==> config.mk <==
export PLATFORM = sky130hd
export DESIGN_NAME = packbits_encoder_flat
export DESIGN_NICKNAME = d
export VERILOG_FILES = /design/src/hw/rtl/pbe_pkg.sv /design/src/hw/rtl/pbe_in_if.sv /design/src/hw/rtl/pbe_out_if.sv /design/src/hw/rtl/pbe_ram.sv /design/src/hw/rtl/pbe_datapath.sv /design/src/hw/rtl/pbe_ctrl.sv /design/src/hw/rtl/packbits_encoder.sv /design/src/flat_wrapper.sv
export SDC_FILE = /design/constraint.sdc
export NUM_CORES = 1
export LEC_CHECK = 0
export BUFFER_PORTS_ARGS = -buffer_cell sky130_fd_sc_hd__buf_4
export CAP_MARGIN = 20
export CORE_MARGIN = 1
export CORE_UTILIZATION = 35
export DETAILED_ROUTE_END_ITERATION = 6
export HOLD_SLACK_MARGIN = 0.08
export PLACE_DENSITY = 0.51
export SYNTH_ARGS = -nofsm -noshare
export SYNTH_HDL_FRONTEND = slang
export SYNTH_SLANG_ARGS = --single-unit
==> constraint.sdc <==
create_clock -name clk -period 3.3 [get_ports clk]
set_input_delay 0.165 -clock clk [delete_from_list [all_inputs] [get_ports clk]]
set_output_delay 0.165 -clock clk [all_outputs]
set_load 0.01 [all_outputs]
==> src/hw/rtl/pbe_pkg.sv <==
`timescale 1ns / 1ps
// shared constants and types of the packbits encoder
// used by the datapath, the controller and the top level; no dependencies

package pbe_pkg;

    localparam int MAX_LITERAL = 32;
    localparam int LIT_CNT_W   = $clog2(MAX_LITERAL + 1);
    localparam int LIT_IDX_W   = (MAX_LITERAL > 1) ? $clog2(MAX_LITERAL) : 1;

    localparam int              RUN_CAP     = 128;
    localparam logic [8:0]      RUN_BASE    = 9'd257;
    localparam logic [7:0]      RUN_CAP_HDR = 8'(RUN_BASE - 9'(RUN_CAP));
    localparam logic [7:0]      END_MARK    = 8'd128;
    localparam logic [7:0]      RUN_START   = 8'd2;

    // what goes into the output register
    typedef enum logic [2:0] {
        SRC_RUN_HDR,
        SRC_RUN_VAL,
        SRC_LIT_HDR,
        SRC_LIT_BYTE,
        SRC_TERM
    } src_t;

    typedef struct packed {
        logic step;
        logic load_final;
        logic emit;
        src_t emit_src;
        logic emit_last;
        logic rd_start;
        logic rd_next;
    } cmd_t;

    typedef struct packed {
        logic run_pend;
        logic lit_pend;
        logic item_last;
        logic lit_final;
        logic out_free;
    } sts_t;

endpackage

==> src/hw/rtl/pbe_in_if.sv <==
`timescale 1ns / 1ps
// input channel of the packbits encoder: one raw byte per word
// no dependencies

interface pbe_in_if;
    logic       valid;
    logic       ready;
    logic [7:0] data_byte;
    logic       is_last;

    modport source (output valid, output data_byte, output is_last, input ready);
    modport sink   (input valid, input data_byte, input is_last, output ready);
endinterface

==> src/hw/rtl/pbe_out_if.sv <==
`timescale 1ns / 1ps
// output channel of the packbits encoder: one code byte per word
// no dependencies

interface pbe_out_if;
    logic       valid;
    logic       ready;
    logic [7:0] out_byte;
    logic       last_of_burst;
    logic       is_terminator;

    modport source (output valid, output out_byte, output last_of_burst,
                    output is_terminator, input ready);
    modport sink   (input valid, input out_byte, input last_of_burst,
                    input is_terminator, output ready);
endinterface

==> src/hw/rtl/pbe_ram.sv <==
`timescale 1ns / 1ps
// generic single-write, single-read ram with registered read data
// no dependencies

module pbe_ram #(
    parameter int WIDTH = 8,
    parameter int DEPTH = 32
) (
    input  logic                                       clk,
    input  logic                                       we,
    input  logic [((DEPTH > 1) ? $clog2(DEPTH) : 1)-1:0] waddr,
    input  logic [WIDTH-1:0]                           wdata,
    input  logic                                       re,
    input  logic [((DEPTH > 1) ? $clog2(DEPTH) : 1)-1:0] raddr,
    output logic [WIDTH-1:0]                           rdata
);

    logic [WIDTH-1:0] mem_reg [DEPTH];
    logic [WIDTH-1:0] rdata_reg;

    always_ff @(posedge clk)
    begin
        if (we)
        begin
            mem_reg[waddr] <= wdata;
        end
        if (re)
        begin
            rdata_reg <= mem_reg[raddr];
        end
    end

    assign rdata = rdata_reg;

endmodule

==> src/hw/rtl/pbe_datapath.sv <==
`timescale 1ns / 1ps
// packbits encoder datapath: run/literal state, literal store, output register
// depends on pbe_pkg and pbe_ram

module pbe_datapath (
    input  logic          clk,
    input  logic          rst_n,
    input  logic [7:0]    data_byte,
    input  logic          is_last,
    input  pbe_pkg::cmd_t cmd,
    output pbe_pkg::sts_t sts,
    input  logic          out_ready,
    output logic          out_valid,
    output logic [7:0]    out_byte,
    output logic          last_of_burst,
    output logic          is_terminator
);

    localparam int CW = pbe_pkg::LIT_CNT_W;
    localparam int IW = pbe_pkg::LIT_IDX_W;

    // encoder state
    logic          pv_reg,   pv_next;
    logic [7:0]    pval_reg, pval_next;
    logic [7:0]    rc_reg,   rc_next;
    logic [CW-1:0] lc_reg,   lc_next;
    // emission plan for the current word
    logic          run_pend_reg, run_pend_next;
    logic [7:0]    run_hdr_reg,  run_hdr_next;
    logic [7:0]    run_val_reg,  run_val_next;
    logic [CW-1:0] lit_n_reg,    lit_n_next;
    logic          item_last_reg, item_last_next;
    logic [IW-1:0] ptr_reg,      ptr_next;
    // output register
    logic          out_valid_reg, out_valid_next;
    logic [7:0]    out_byte_reg,  out_byte_next;
    logic          out_last_reg,  out_last_next;
    logic          out_term_reg,  out_term_next;

    logic          eq;
    logic          in_run;
    logic [7:0]    rc_hdr;
    logic          do_append;
    logic [CW-1:0] base;
    logic [CW-1:0] new_lc;
    logic          ram_we;
    logic          ram_re;
    logic [IW-1:0] ram_raddr;
    logic [7:0]    ram_rdata;

    assign eq     = (data_byte == pval_reg);
    assign in_run = pv_reg && (rc_reg != 8'd0);
    assign rc_hdr = 8'(pbe_pkg::RUN_BASE - {1'b0, rc_reg});
    assign new_lc = base + CW'(1);

    always_comb
    begin
        pv_next        = pv_reg;
        pval_next      = pval_reg;
        rc_next        = rc_reg;
        lc_next        = lc_reg;
        run_pend_next  = run_pend_reg;
        run_hdr_next   = run_hdr_reg;
        run_val_next   = run_val_reg;
        lit_n_next     = lit_n_reg;
        item_last_next = item_last_reg;
        do_append      = 1'b0;
        base           = '0;
        ram_we         = 1'b0;

        if (cmd.step)
        begin
            item_last_next = is_last;
            run_pend_next  = 1'b0;
            lit_n_next     = '0;
            if (in_run)
            begin
                if (eq)
                begin
                    if (rc_reg == 8'(pbe_pkg::RUN_CAP - 1))
                    begin
                        // run hits its cap: goes out whole, nothing pending
                        run_pend_next = 1'b1;
                        run_hdr_next  = pbe_pkg::RUN_CAP_HDR;
                        run_val_next  = pval_reg;
                        pv_next       = 1'b0;
                        rc_next       = 8'd0;
                        lc_next       = '0;
                    end
                    else
                    begin
                        rc_next = rc_reg + 8'd1;
                    end
                end
                else
                begin
                    run_pend_next = 1'b1;
                    run_hdr_next  = rc_hdr;
                    run_val_next  = pval_reg;
                    do_append     = 1'b1;
                end
            end
            else if (pv_reg && (lc_reg != '0) && eq)
            begin
                // repeat begins: earlier literals go out, pending byte starts a run
                lit_n_next = lc_reg - CW'(1);
                lc_next    = '0;
                rc_next    = pbe_pkg::RUN_START;
            end
            else
            begin
                do_append = 1'b1;
                base      = pv_reg ? lc_reg : '0;
            end

            if (do_append)
            begin
                ram_we    = 1'b1;
                pv_next   = 1'b1;
                pval_next = data_byte;
                rc_next   = 8'd0;
                if (new_lc == CW'(pbe_pkg::MAX_LITERAL))
                begin
                    // store full: whole group goes out, nothing pending
                    lit_n_next = new_lc;
                    lc_next    = '0;
                    pv_next    = 1'b0;
                end
                else
                begin
                    lc_next = new_lc;
                end
            end
        end

        if (cmd.load_final)
        begin
            run_pend_next = in_run;
            run_hdr_next  = rc_hdr;
            run_val_next  = pval_reg;
            lit_n_next    = in_run ? '0 : lc_reg;
            pv_next       = 1'b0;
            pval_next     = 8'd0;
            rc_next       = 8'd0;
            lc_next       = '0;
        end
    end

    // literal readout, one byte ahead of the output register
    assign ram_re    = cmd.rd_start || cmd.rd_next;
    assign ram_raddr = cmd.rd_start ? '0 : ptr_reg + IW'(1);

    always_comb
    begin
        ptr_next = ptr_reg;
        if (ram_re)
        begin
            ptr_next = ram_raddr;
        end
    end

    pbe_ram #(
        .WIDTH (8),
        .DEPTH (pbe_pkg::MAX_LITERAL)
    ) u_store (
        .clk   (clk),
        .we    (ram_we),
        .waddr (base[IW-1:0]),
        .wdata (data_byte),
        .re    (ram_re),
        .raddr (ram_raddr),
        .rdata (ram_rdata)
    );

    always_comb
    begin
        out_valid_next = out_valid_reg && !out_ready;
        out_byte_next  = out_byte_reg;
        out_last_next  = out_last_reg;
        out_term_next  = out_term_reg;
        if (cmd.emit)
        begin
            out_valid_next = 1'b1;
            out_last_next  = cmd.emit_last;
            out_term_next  = (cmd.emit_src == pbe_pkg::SRC_TERM);
            case (cmd.emit_src)
                pbe_pkg::SRC_RUN_HDR:  out_byte_next = run_hdr_reg;
                pbe_pkg::SRC_RUN_VAL:  out_byte_next = run_val_reg;
                pbe_pkg::SRC_LIT_HDR:  out_byte_next = 8'(lit_n_reg) - 8'd1;
                pbe_pkg::SRC_LIT_BYTE: out_byte_next = ram_rdata;
                pbe_pkg::SRC_TERM:     out_byte_next = pbe_pkg::END_MARK;
                default:               out_byte_next = out_byte_reg;
            endcase
        end
    end

    always_ff @(posedge clk or negedge rst_n)
    begin
        if (!rst_n)
        begin
            pv_reg        <= 1'b0;
            pval_reg      <= 8'd0;
            rc_reg        <= 8'd0;
            lc_reg        <= '0;
            run_pend_reg  <= 1'b0;
            lit_n_reg     <= '0;
            item_last_reg <= 1'b0;
            ptr_reg       <= '0;
            out_valid_reg <= 1'b0;
        end
        else
        begin
            pv_reg        <= pv_next;
            pval_reg      <= pval_next;
            rc_reg        <= rc_next;
            lc_reg        <= lc_next;
            run_pend_reg  <= run_pend_next;
            lit_n_reg     <= lit_n_next;
            item_last_reg <= item_last_next;
            ptr_reg       <= ptr_next;
            out_valid_reg <= out_valid_next;
        end
    end

    always_ff @(posedge clk)
    begin
        run_hdr_reg  <= run_hdr_next;
        run_val_reg  <= run_val_next;
        out_byte_reg <= out_byte_next;
        out_last_reg <= out_last_next;
        out_term_reg <= out_term_next;
    end

    assign sts.run_pend  = run_pend_reg;
    assign sts.lit_pend  = (lit_n_reg != '0);
    assign sts.item_last = item_last_reg;
    assign sts.lit_final = ((CW'(ptr_reg) + CW'(1)) == lit_n_reg);
    assign sts.out_free  = !out_valid_reg || out_ready;

    assign out_valid     = out_valid_reg;
    assign out_byte      = out_byte_reg;
    assign last_of_burst = out_last_reg;
    assign is_terminator = out_term_reg;

endmodule

==> src/hw/rtl/pbe_ctrl.sv <==
`timescale 1ns / 1ps
// packbits encoder controller: sequences runs, literal groups and the terminator
// depends on pbe_pkg

module pbe_ctrl (
    input  logic          clk,
    input  logic          rst_n,
    input  logic          in_valid,
    output logic          in_ready,
    input  pbe_pkg::sts_t sts,
    output pbe_pkg::cmd_t cmd
);

    typedef enum logic [2:0] {
        S_IDLE,
        S_PLAN,
        S_RUN_HDR,
        S_RUN_VAL,
        S_LIT_HDR,
        S_LIT_BYTE,
        S_FIN,
        S_TERM
    } state_t;

    state_t state_reg, state_next;
    logic   fin_reg,   fin_next;
    state_t after_lit;

    // where to go once the literal part of a plan is done
    always_comb
    begin
        if (fin_reg)
        begin
            after_lit = S_TERM;
        end
        else if (sts.item_last)
        begin
            after_lit = S_FIN;
        end
        else
        begin
            after_lit = S_IDLE;
        end
    end

    always_comb
    begin
        state_next     = state_reg;
        fin_next       = fin_reg;
        in_ready       = 1'b0;
        cmd.step       = 1'b0;
        cmd.load_final = 1'b0;
        cmd.emit       = 1'b0;
        cmd.emit_src   = pbe_pkg::SRC_RUN_HDR;
        cmd.emit_last  = 1'b0;
        cmd.rd_start   = 1'b0;
        cmd.rd_next    = 1'b0;

        case (state_reg)
            S_IDLE:
            begin
                in_ready = 1'b1;
                if (in_valid)
                begin
                    cmd.step   = 1'b1;
                    fin_next   = 1'b0;
                    state_next = S_PLAN;
                end
            end
            S_PLAN:
            begin
                if (sts.run_pend)
                begin
                    state_next = S_RUN_HDR;
                end
                else if (sts.lit_pend)
                begin
                    state_next = S_LIT_HDR;
                end
                else
                begin
                    state_next = after_lit;
                end
            end
            S_RUN_HDR:
            begin
                if (sts.out_free)
                begin
                    cmd.emit     = 1'b1;
                    cmd.emit_src = pbe_pkg::SRC_RUN_HDR;
                    state_next   = S_RUN_VAL;
                end
            end
            S_RUN_VAL:
            begin
                if (sts.out_free)
                begin
                    cmd.emit      = 1'b1;
                    cmd.emit_src  = pbe_pkg::SRC_RUN_VAL;
                    cmd.emit_last = !fin_reg && !sts.item_last && !sts.lit_pend;
                    state_next    = sts.lit_pend ? S_LIT_HDR : after_lit;
                end
            end
            S_LIT_HDR:
            begin
                if (sts.out_free)
                begin
                    cmd.emit     = 1'b1;
                    cmd.emit_src = pbe_pkg::SRC_LIT_HDR;
                    cmd.rd_start = 1'b1;
                    state_next   = S_LIT_BYTE;
                end
            end
            S_LIT_BYTE:
            begin
                if (sts.out_free)
                begin
                    cmd.emit      = 1'b1;
                    cmd.emit_src  = pbe_pkg::SRC_LIT_BYTE;
                    cmd.emit_last = sts.lit_final && !fin_reg && !sts.item_last;
                    if (sts.lit_final)
                    begin
                        state_next = after_lit;
                    end
                    else
                    begin
                        cmd.rd_next = 1'b1;
                    end
                end
            end
            S_FIN:
            begin
                // end of stream: flush whatever is pending
                cmd.load_final = 1'b1;
                fin_next       = 1'b1;
                state_next     = S_PLAN;
            end
            S_TERM:
            begin
                if (sts.out_free)
                begin
                    cmd.emit      = 1'b1;
                    cmd.emit_src  = pbe_pkg::SRC_TERM;
                    cmd.emit_last = 1'b1;
                    state_next    = S_IDLE;
                end
            end
            default:
            begin
                state_next = S_IDLE;
            end
        endcase
    end

    always_ff @(posedge clk or negedge rst_n)
    begin
        if (!rst_n)
        begin
            state_reg <= S_IDLE;
            fin_reg   <= 1'b0;
        end
        else
        begin
            state_reg <= state_next;
            fin_reg   <= fin_next;
        end
    end

endmodule

==> src/hw/rtl/packbits_encoder.sv <==
`timescale 1ns / 1ps
// packbits run-length encoder
// input word: one raw byte plus a flag on the last byte of a stream
// output word: one code byte (run header, run value, literal header, literal
//   byte or the end marker 128), flagged on the last byte caused by an input
//   word and on the end marker
// an input word is taken in the idle state; the encoder then plans the word's
//   code bytes (possibly none) and emits them, and the last word of a stream
//   also passes a flush state and a second plan for the end-of-stream flush;
//   while the sink is ready the single output register passes one code byte per cycle
// literal bytes are read back from a small ram one byte ahead of the output
// a literal group holds up to pbe_pkg::MAX_LITERAL bytes, a run up to 128
// when the sink stalls, the current code byte holds in the output register
//   and the encoder waits; the next input word is taken once the previous
//   word's bytes have all entered the output register
// reset clears the encoder state and the output valid flag; the literal store
//   needs no clearing since only written entries are read
// depends on pbe_pkg, pbe_in_if, pbe_out_if, pbe_ram, pbe_datapath, pbe_ctrl

module packbits_encoder (
    input  logic         clk,
    input  logic         rst_n,
    pbe_in_if.sink       in_chan,
    pbe_out_if.source    out_chan
);

    pbe_pkg::cmd_t cmd;
    pbe_pkg::sts_t sts;

    pbe_ctrl u_ctrl (
        .clk      (clk),
        .rst_n    (rst_n),
        .in_valid (in_chan.valid),
        .in_ready (in_chan.ready),
        .sts      (sts),
        .cmd      (cmd)
    );

    pbe_datapath u_datapath (
        .clk           (clk),
        .rst_n         (rst_n),
        .data_byte     (in_chan.data_byte),
        .is_last       (in_chan.is_last),
        .cmd           (cmd),
        .sts           (sts),
        .out_ready     (out_chan.ready),
        .out_valid     (out_chan.valid),
        .out_byte      (out_chan.out_byte),
        .last_of_burst (out_chan.last_of_burst),
        .is_terminator (out_chan.is_terminator)
    );

endmodule

==> src/flat_wrapper.sv <==
// flat-port wrapper written by rule: the top's interface ports become plain ports
module packbits_encoder_flat 
  (clk, rst_n, in_chan_valid, in_chan_data_byte, in_chan_is_last, in_chan_ready, out_chan_valid, out_chan_out_byte, out_chan_last_of_burst, out_chan_is_terminator, out_chan_ready);
  pbe_in_if in_chan_i ();
  pbe_out_if out_chan_i ();
  input  logic clk;
  input  logic rst_n;
  input wire logic [$bits(in_chan_i.valid)-1:0] in_chan_valid;
  input wire logic [$bits(in_chan_i.data_byte)-1:0] in_chan_data_byte;
  input wire logic [$bits(in_chan_i.is_last)-1:0] in_chan_is_last;
  output wire logic [$bits(in_chan_i.ready)-1:0] in_chan_ready;
  output wire logic [$bits(out_chan_i.valid)-1:0] out_chan_valid;
  output wire logic [$bits(out_chan_i.out_byte)-1:0] out_chan_out_byte;
  output wire logic [$bits(out_chan_i.last_of_burst)-1:0] out_chan_last_of_burst;
  output wire logic [$bits(out_chan_i.is_terminator)-1:0] out_chan_is_terminator;
  input wire logic [$bits(out_chan_i.ready)-1:0] out_chan_ready;
  assign in_chan_i.valid = in_chan_valid;
  assign in_chan_i.data_byte = in_chan_data_byte;
  assign in_chan_i.is_last = in_chan_is_last;
  assign in_chan_ready = in_chan_i.ready;
  assign out_chan_valid = out_chan_i.valid;
  assign out_chan_out_byte = out_chan_i.out_byte;
  assign out_chan_last_of_burst = out_chan_i.last_of_burst;
  assign out_chan_is_terminator = out_chan_i.is_terminator;
  assign out_chan_i.ready = out_chan_ready;
  packbits_encoder u_core (.clk(clk), .rst_n(rst_n), .in_chan(in_chan_i), .out_chan(out_chan_i));
endmodule
==> out/qor.yml, run 1 <==
outcome: "finished, violations left"
violations: "design-rule violations"
place_hpwl_um: 27300
finalCritPeriodShare_pct: 93.9
worst_setup_path_start_kind: "register"
dieArea_um2: 42800
ys.warnings.count: 0
yosysTopAreaCell: "edfxtp_1"
core_um2: 41100
netlist_area_um2: 14700
cts-root-buf: "clkbuf_16"
clock_skew_ns: 0.0197
crit_fanout: 62
cts_made_buffers: 37
clock_sinks: 331
tns_ns: 0
yosysTopAreaCellShare_pct: 59.2
gp_congestion: 0.863
cts_buffer_depth: 3
drt-vias-per-instance: 5.52
cts_tree: "built"
largest_register_ffs: 256
cp.arrival_ns: 3.37
grt_use_total_pct: 20.0
area_delta_synth_final_pct: 16.0
synthTopCellsByArea: "edfxtp_1 59%, dfrtp_1 7.0%, nand2_1 3.0%, mux2i_1 2.4%, nor2_1 2.2%"
ant_nets: 0
die_w_um: 207
powerDensity_nw_per_um2: 801
grt_start_max_net_pins: 83
setup_viol: 0
dr.first_iter.drc_count: 999
drive_above_1_share_pct: 14.9
worstPathRequired_ns: 3.57
synth_edf_count: 290
peakVddDrop_uv: 630
worstMarginPinSlew_ns: 0.986
reg2reg_to: "u_core.u_datapath.u_store.rdata[4]"
drt_wl_total_um: 41600
ys_ff_latch: 331
rrSetupSlack_ns: 0.20
synth_top_flop_cell: "edfxtp_1"
hold_class: "input pin to async pin"
cap_violations: 0
rows: 74
grt_antenna_before_repair: 0
rsz0062_at_grt: "no"
r2r-start: "u_core.u_datapath.ptr_reg[0]"
cellLeakagePower_uw: 0.00608
ios: 25
critPathKind: "register to register"
die_y_um: 207
drv_slew: 0
synthDistinctLibCells: 74
yosysSeqAreaShare_pct: 66.2
end_kind: "register"
relSlewSlack_pct: 33.8
avgSynthCellArea_um2: 12.7
wire_per_inst_um: 23.3
grt_pass1_vias: 9737
timing.reg2reg.worst_path_depth: 7
holdWs_ns: 0.191
insertion_delay_ns: 0.55
vias: 9888
fmax_ghz: 0.323
initial_utilization_pct: 35.8
cts_setup_buffers: 0
synth-async-reset-ratio_pct: 12.4
dr.pass1.iters: 7
io_buffers: 24
grt_pass1_wl_um: 62400
diodes: 0
clkTransAtPathRegs_ns: 0.06
synth.net_count: 1181
fin_crit_ns: 3.10
finalHoldViolCount: 0
grt_overflow: 0
syn-instance-count: 1156
cts_max_level: 2
nNetsFinal: 1258
drc: 2
==> layout make-up <==
class / instances / area, um2
Multi-Input combinational cell: 725 / 4550
Clock buffer: 49 / 1000
Fill cell: 3881 / 24100
Clock inverter: 15 / 97.6
Timing Repair Buffer: 112 / 898
Sequential cell: 331 / 9740
Inverter: 26 / 97.6
Tap cell: 532 / 666
==> Yosys cell counts, types with 12 or more instances <==
master and instances:
a21o_1 14, a21oi_1 55, a31oi_1 15, buf_2 19, clkbuf_1 41, dfrtp_1 41, edfxtp_1 290, ha_1 12
inv_1 24, mux2i_1 35, nand2_1 117, nand3_1 44, nor2_1 85, nor3_1 60, o211ai_1 19, o21ai_0 43
o221ai_1 23, o22ai_1 14, xnor2_1 18, xor2_1 16
==> placed cells by master (no fill, tap or decap), drive strengths merged, types with 4 or more instances in the layout <==
cell type  netlist  final
xor2            17     17
and4             6      6
clkinv           0     14
clkbuf          41     49
and2            10     10
ha              12     12
a211oi           5      5
nand4           10     10
nor2b            5      5
nor3            60     60
nand2          118    118
dfrtp           41     41
a31oi           15     15
inv             26     27
a221oi           9      9
a21oi           56     56
nor4             8      8
or3              4      4
o21ai           45     45
nand3           45     45
xnor2           19     19
a22oi           11     11
o221ai          23     23
a21o            14     14
mux2             7      7
mux2i           35     35
o22ai           14     14
o211ai          20     20
and3            10     10
buf             33    109
nor2            86     86
nor4b            4      4
or4b             6      6
o32a             5      5
or4             10     10
o31ai            6      6
edfxtp         290    290
==> timing repair <==
item | 4_1_cts | 5_1_grt
hold endpoints to repair | 44 | 0
setup endpoints to repair | 0 | 41
hold buffers | 3 | 0
gates resized for setup | 0 | 1
==> through the flow <==
step,setup slack [ns],total power [uW],util (%),instances,area (um2)
2_1_floorplan,0.0280,8090,-,1156,14700
3_3_place_gp,0.195,9940,38.7,1723,15900
3_5_place_dp,0.198,9940,38.7,1723,15900
4_1_cts,0.208,13800,41.5,1790,17000
5_1_grt,0.0177,14300,41.5,1790,17100
6_report,0.200,13700,41.5,1790,17100
==> metal layers <==
metal | track usage, % | routed length, um | vias to the layer above
met3 | 3.77 | 2430 | 52
met4 | 6.52 | 962 | 0
met5 | 0 | 0 | -
met1 | 28.6 | 19400 | 4981
met2 | 30.5 | 18900 | 299
li1 | - | - | 4556
==> worst max path at each step <==
stage	start	endpoint	slack (ns)	depth (start not counted)
floorplan	u_core.u_datapath.rc_reg[1]	u_core.u_datapath.u_store.mem_reg[18][0]	0.03	8
global placement	u_core.u_datapath.rc_reg[1]	u_core.u_datapath.u_store.mem_reg[23][7]	0.20	11
detailed placement	u_core.u_datapath.rc_reg[1]	u_core.u_datapath.u_store.mem_reg[19][3]	0.20	11
CTS	u_core.u_datapath.rc_reg[1]	u_core.u_datapath.u_store.mem_reg[19][3]	0.21	11
global route	u_core.u_datapath.pval_reg[3]	u_core.u_datapath.lit_n_reg[1]	0.02	12
finish	u_core.u_datapath.ptr_reg[0]	u_core.u_datapath.u_store.rdata[4]	0.20	7
==> cell families after synthesis <==
| family | share of synthesized area [%] |
|---|---|
| and+or+nand+nor | 13.0 |
| DFF | 66.2 |
| AOI/OAI and AO/OA | 11.0 |
| buffers and inverters | 3.12 |
| muxes | 3.38 |
| xor gates and xnor gates | 2.25 |
| adders and majority gates | 1.02 |
==> power breakdown <==
group	total, uW	internal, uW	switching (uW)
Clock	3810	2150	1670
Sequential	4860	4740	119
Combinational	4980	1770	3210
Total	13700	8670	4990
==> worst max-delay path: stages, from the launching register on <==
cell	delay, ns
dfrtp_4	0.49
ha_1	0.39
xnor2_4	0.32
buf_12	0.30
a21oi_2	0.24
o221ai_1	0.36
a21oi_1	0.06
or4b_1	0.59
Power figures use the tool's default switching activity.
==> inputs of run 2 (changes only) <==
- PLACE_DENSITY: 0.51 -> 0.49
- clock period: 3.3 -> 3.1 ns (I/O delays scaled with it)
==> out/qor.yml, run 2 (synthesized netlist as in run 1, its figures left out) <==
grt_antenna_before_repair: 0  # unchanged
clock_skew_ns: 0.0201  # +0.000427 ns
powerDensity_nw_per_um2: 852  # +6.4%
initial_utilization_pct: 35.8  # unchanged
die_w_um: 207  # unchanged
r2r-start: "u_core.u_datapath.pval_reg[3]"
io_buffers: 24  # unchanged
rows: 74  # unchanged
setup_viol: 0  # unchanged
fmax_ghz: 0.338  # +4.7%
fin_crit_ns: 2.96  # -0.139 ns
diodes: 0  # unchanged
cts-root-buf: "clkbuf_16"
cts_max_level: 2  # unchanged
outcome: "finished, violations left"
final_common_cell: "edfxtp_1"
finalCritPeriodShare_pct: 95.5  # +1.6 points
nNetsFinal: 1282  # +1.9%
core_um2: 41100  # unchanged
drt_wl_total_um: 43000  # +3.2%
dr.first_iter.drc_count: 1012  # +1.3%
dieArea_um2: 42800  # unchanged
peakVddDrop_uv: 629  # -0.24%
wire_per_inst_um: 23.6  # +1.7%
hold_class: "input pin to async pin"
dpl.cell_count: 1745  # +1.3%
cp.arrival_ns: 3.36  # about the same
grt_start_max_net_pins: 78  # -6.0%
area_delta_synth_final_pct: 17.7
vias: 10015  # +1.3%
drc: 2  # unchanged
cts_made_buffers: 38  # +2.7%
insertion_delay_ns: 0.54  # about the same
grt_pass1_wl_um: 64200  # +2.9%
grt_overflow: 0  # unchanged
worstPathRequired_ns: 3.50  # -0.07 ns
cts_tree: "built"
cts_buffer_depth: 3  # unchanged
dpl_worst_slack_ns: 0.0256  # -0.172 ns
final_cells: 1817  # +1.5%
setup_ws_ns: 0.139  # -0.0614 ns
drt-vias-per-instance: 5.51  # -0.22%
worstMarginPinSlew_ns: 0.897  # -0.0883 ns
rsz0062_at_grt: "yes"
violations: "design-rule violations"
largest_register_ffs: 256  # unchanged
grt_use_total_pct: 20.5  # +0.48 points
tns_ns: 0  # unchanged
filler_cell_count: 3834  # -1.2%
clkTransAtPathRegs_ns: 0.06  # about the same
die_y_um: 207  # unchanged
dr.pass1.iters: 7  # unchanged
fin_area_um2: 17300  # +1.5%
place_area_um2: 16100  # +0.99%
worst_setup_path_start_kind: "register"
end_kind: "register"
timing.reg2reg.worst_path_depth: 12  # +5
critPathKind: "register to register"
clock_sinks: 331  # unchanged
grt_pass1_vias: 9918  # +1.9%
finalHoldViolCount: 0  # unchanged
reg2reg_to: "u_core.u_datapath.lit_n_reg[1]"
drv_slew: 0  # unchanged
cellLeakagePower_uw: 0.00622  # +2.3%
crit_fanout: 6  # -90%
drive_above_1_share_pct: 17.4  # +2.5 points
ios: 25  # unchanged
rrSetupSlack_ns: 0.14  # -0.06 ns
ant_nets: 0  # unchanged
final-seq-area_um2: 9740  # unchanged
gp_congestion: 0.859  # -0.42%
p_total_uw: 14700  # +7.9%
final_cell_mix: "290 x edfxtp_1, 128 x buf_4, 117 x nand2_1"
relSlewSlack_pct: 39.7  # +5.9 points
place_hpwl_um: 28700  # +5.3%
cap_violations: 0  # unchanged
multiInputGateArea_um2: 4590  # +0.71%
-- run 2: layout make-up --
type,count,area share (%)
multi-input cells,725,26.5
clock buffers,47,5.75
well taps,532,3.85
clock inverters,21,0.911
inverters,26,0.564
repair buffers,135,6.16
flip-flops and latches,331,56.3
-- run 2: worst max-delay path by stage --
| stage | to | slack [ns] | from | cells after the start |
|---|---|---|---|---|
| floorplan | u_core.u_datapath.u_store.mem_reg[14][0] | -0.15 | u_core.u_datapath.rc_reg[1] | 9 |
| global placement | u_core.u_datapath.u_store.rdata[2] | 0.05 | u_core.u_datapath.ptr_reg[0] | 7 |
| CTS | u_core.u_datapath.u_store.rdata[2] | 0.01 | u_core.u_datapath.ptr_reg[0] | 7 |
| global route | u_core.u_datapath.lc_reg[5] | -0.03 | u_core.u_datapath.pval_reg[3] | 12 |
| detailed placement | u_core.u_datapath.u_store.rdata[7] | 0.03 | u_core.u_datapath.ptr_reg[0] | 7 |
| finish | u_core.u_datapath.lit_n_reg[1] | 0.14 | u_core.u_datapath.pval_reg[3] | 12 |
-- run 2: worst max-delay path: stages (launching register included) --
cell and delay [ns]:
dfrtp_1 0.40, xor2_1 0.18, or4_1 0.55, o31a_1 0.33, nand2_1 0.09, inv_1 0.07, ha_1 0.20, and3b_1 0.19
a21oi_1 0.13, o21ai_0 0.08, and4_2 0.28, a221oi_2 0.24, o22ai_1 0.10
-- run 2: through the flow --
step | hold slack [ns] | utilization [%]
3_5_place_dp | 0.221 | 39.1
2_1_floorplan | -0.141 | -
5_1_grt | 0.186 | 42.1
6_report | 0.185 | 42.1
4_1_cts | 0.161 | 42.0
3_3_place_gp | 0.217 | 39.1
-- run 2: what timing repair did --
| action | CTS | global route |
|---|---|---|
| hold endpoints to repair | 44 | 0 |
| hold buffers | 3 | 0 |
| setup endpoints to repair | 0 | 120 |
| setup buffers | 0 | 0 |
| resized for setup | 0 | 8 |
-- run 2: per-layer routing --
metal  part of all wire [%]  track usage, %  wire length [um]  up-vias
met5                      0               0                 0        -
met4                    2.5            6.15              1080        0
met3                    6.6            3.38              2830       63
met2                     45            31.8             19200      346
met1                     46            29.4             19800     4992
li1                       -               -                 -     4614
-- run 2: report_power, final --
| part | total, uW | internal, uW | switching (uW) |
|---|---|---|---|
| clock network | 4190 | 2380 | 1810 |
| logic | 5330 | 1980 | 3350 |
| registers | 5220 | 5050 | 168 |
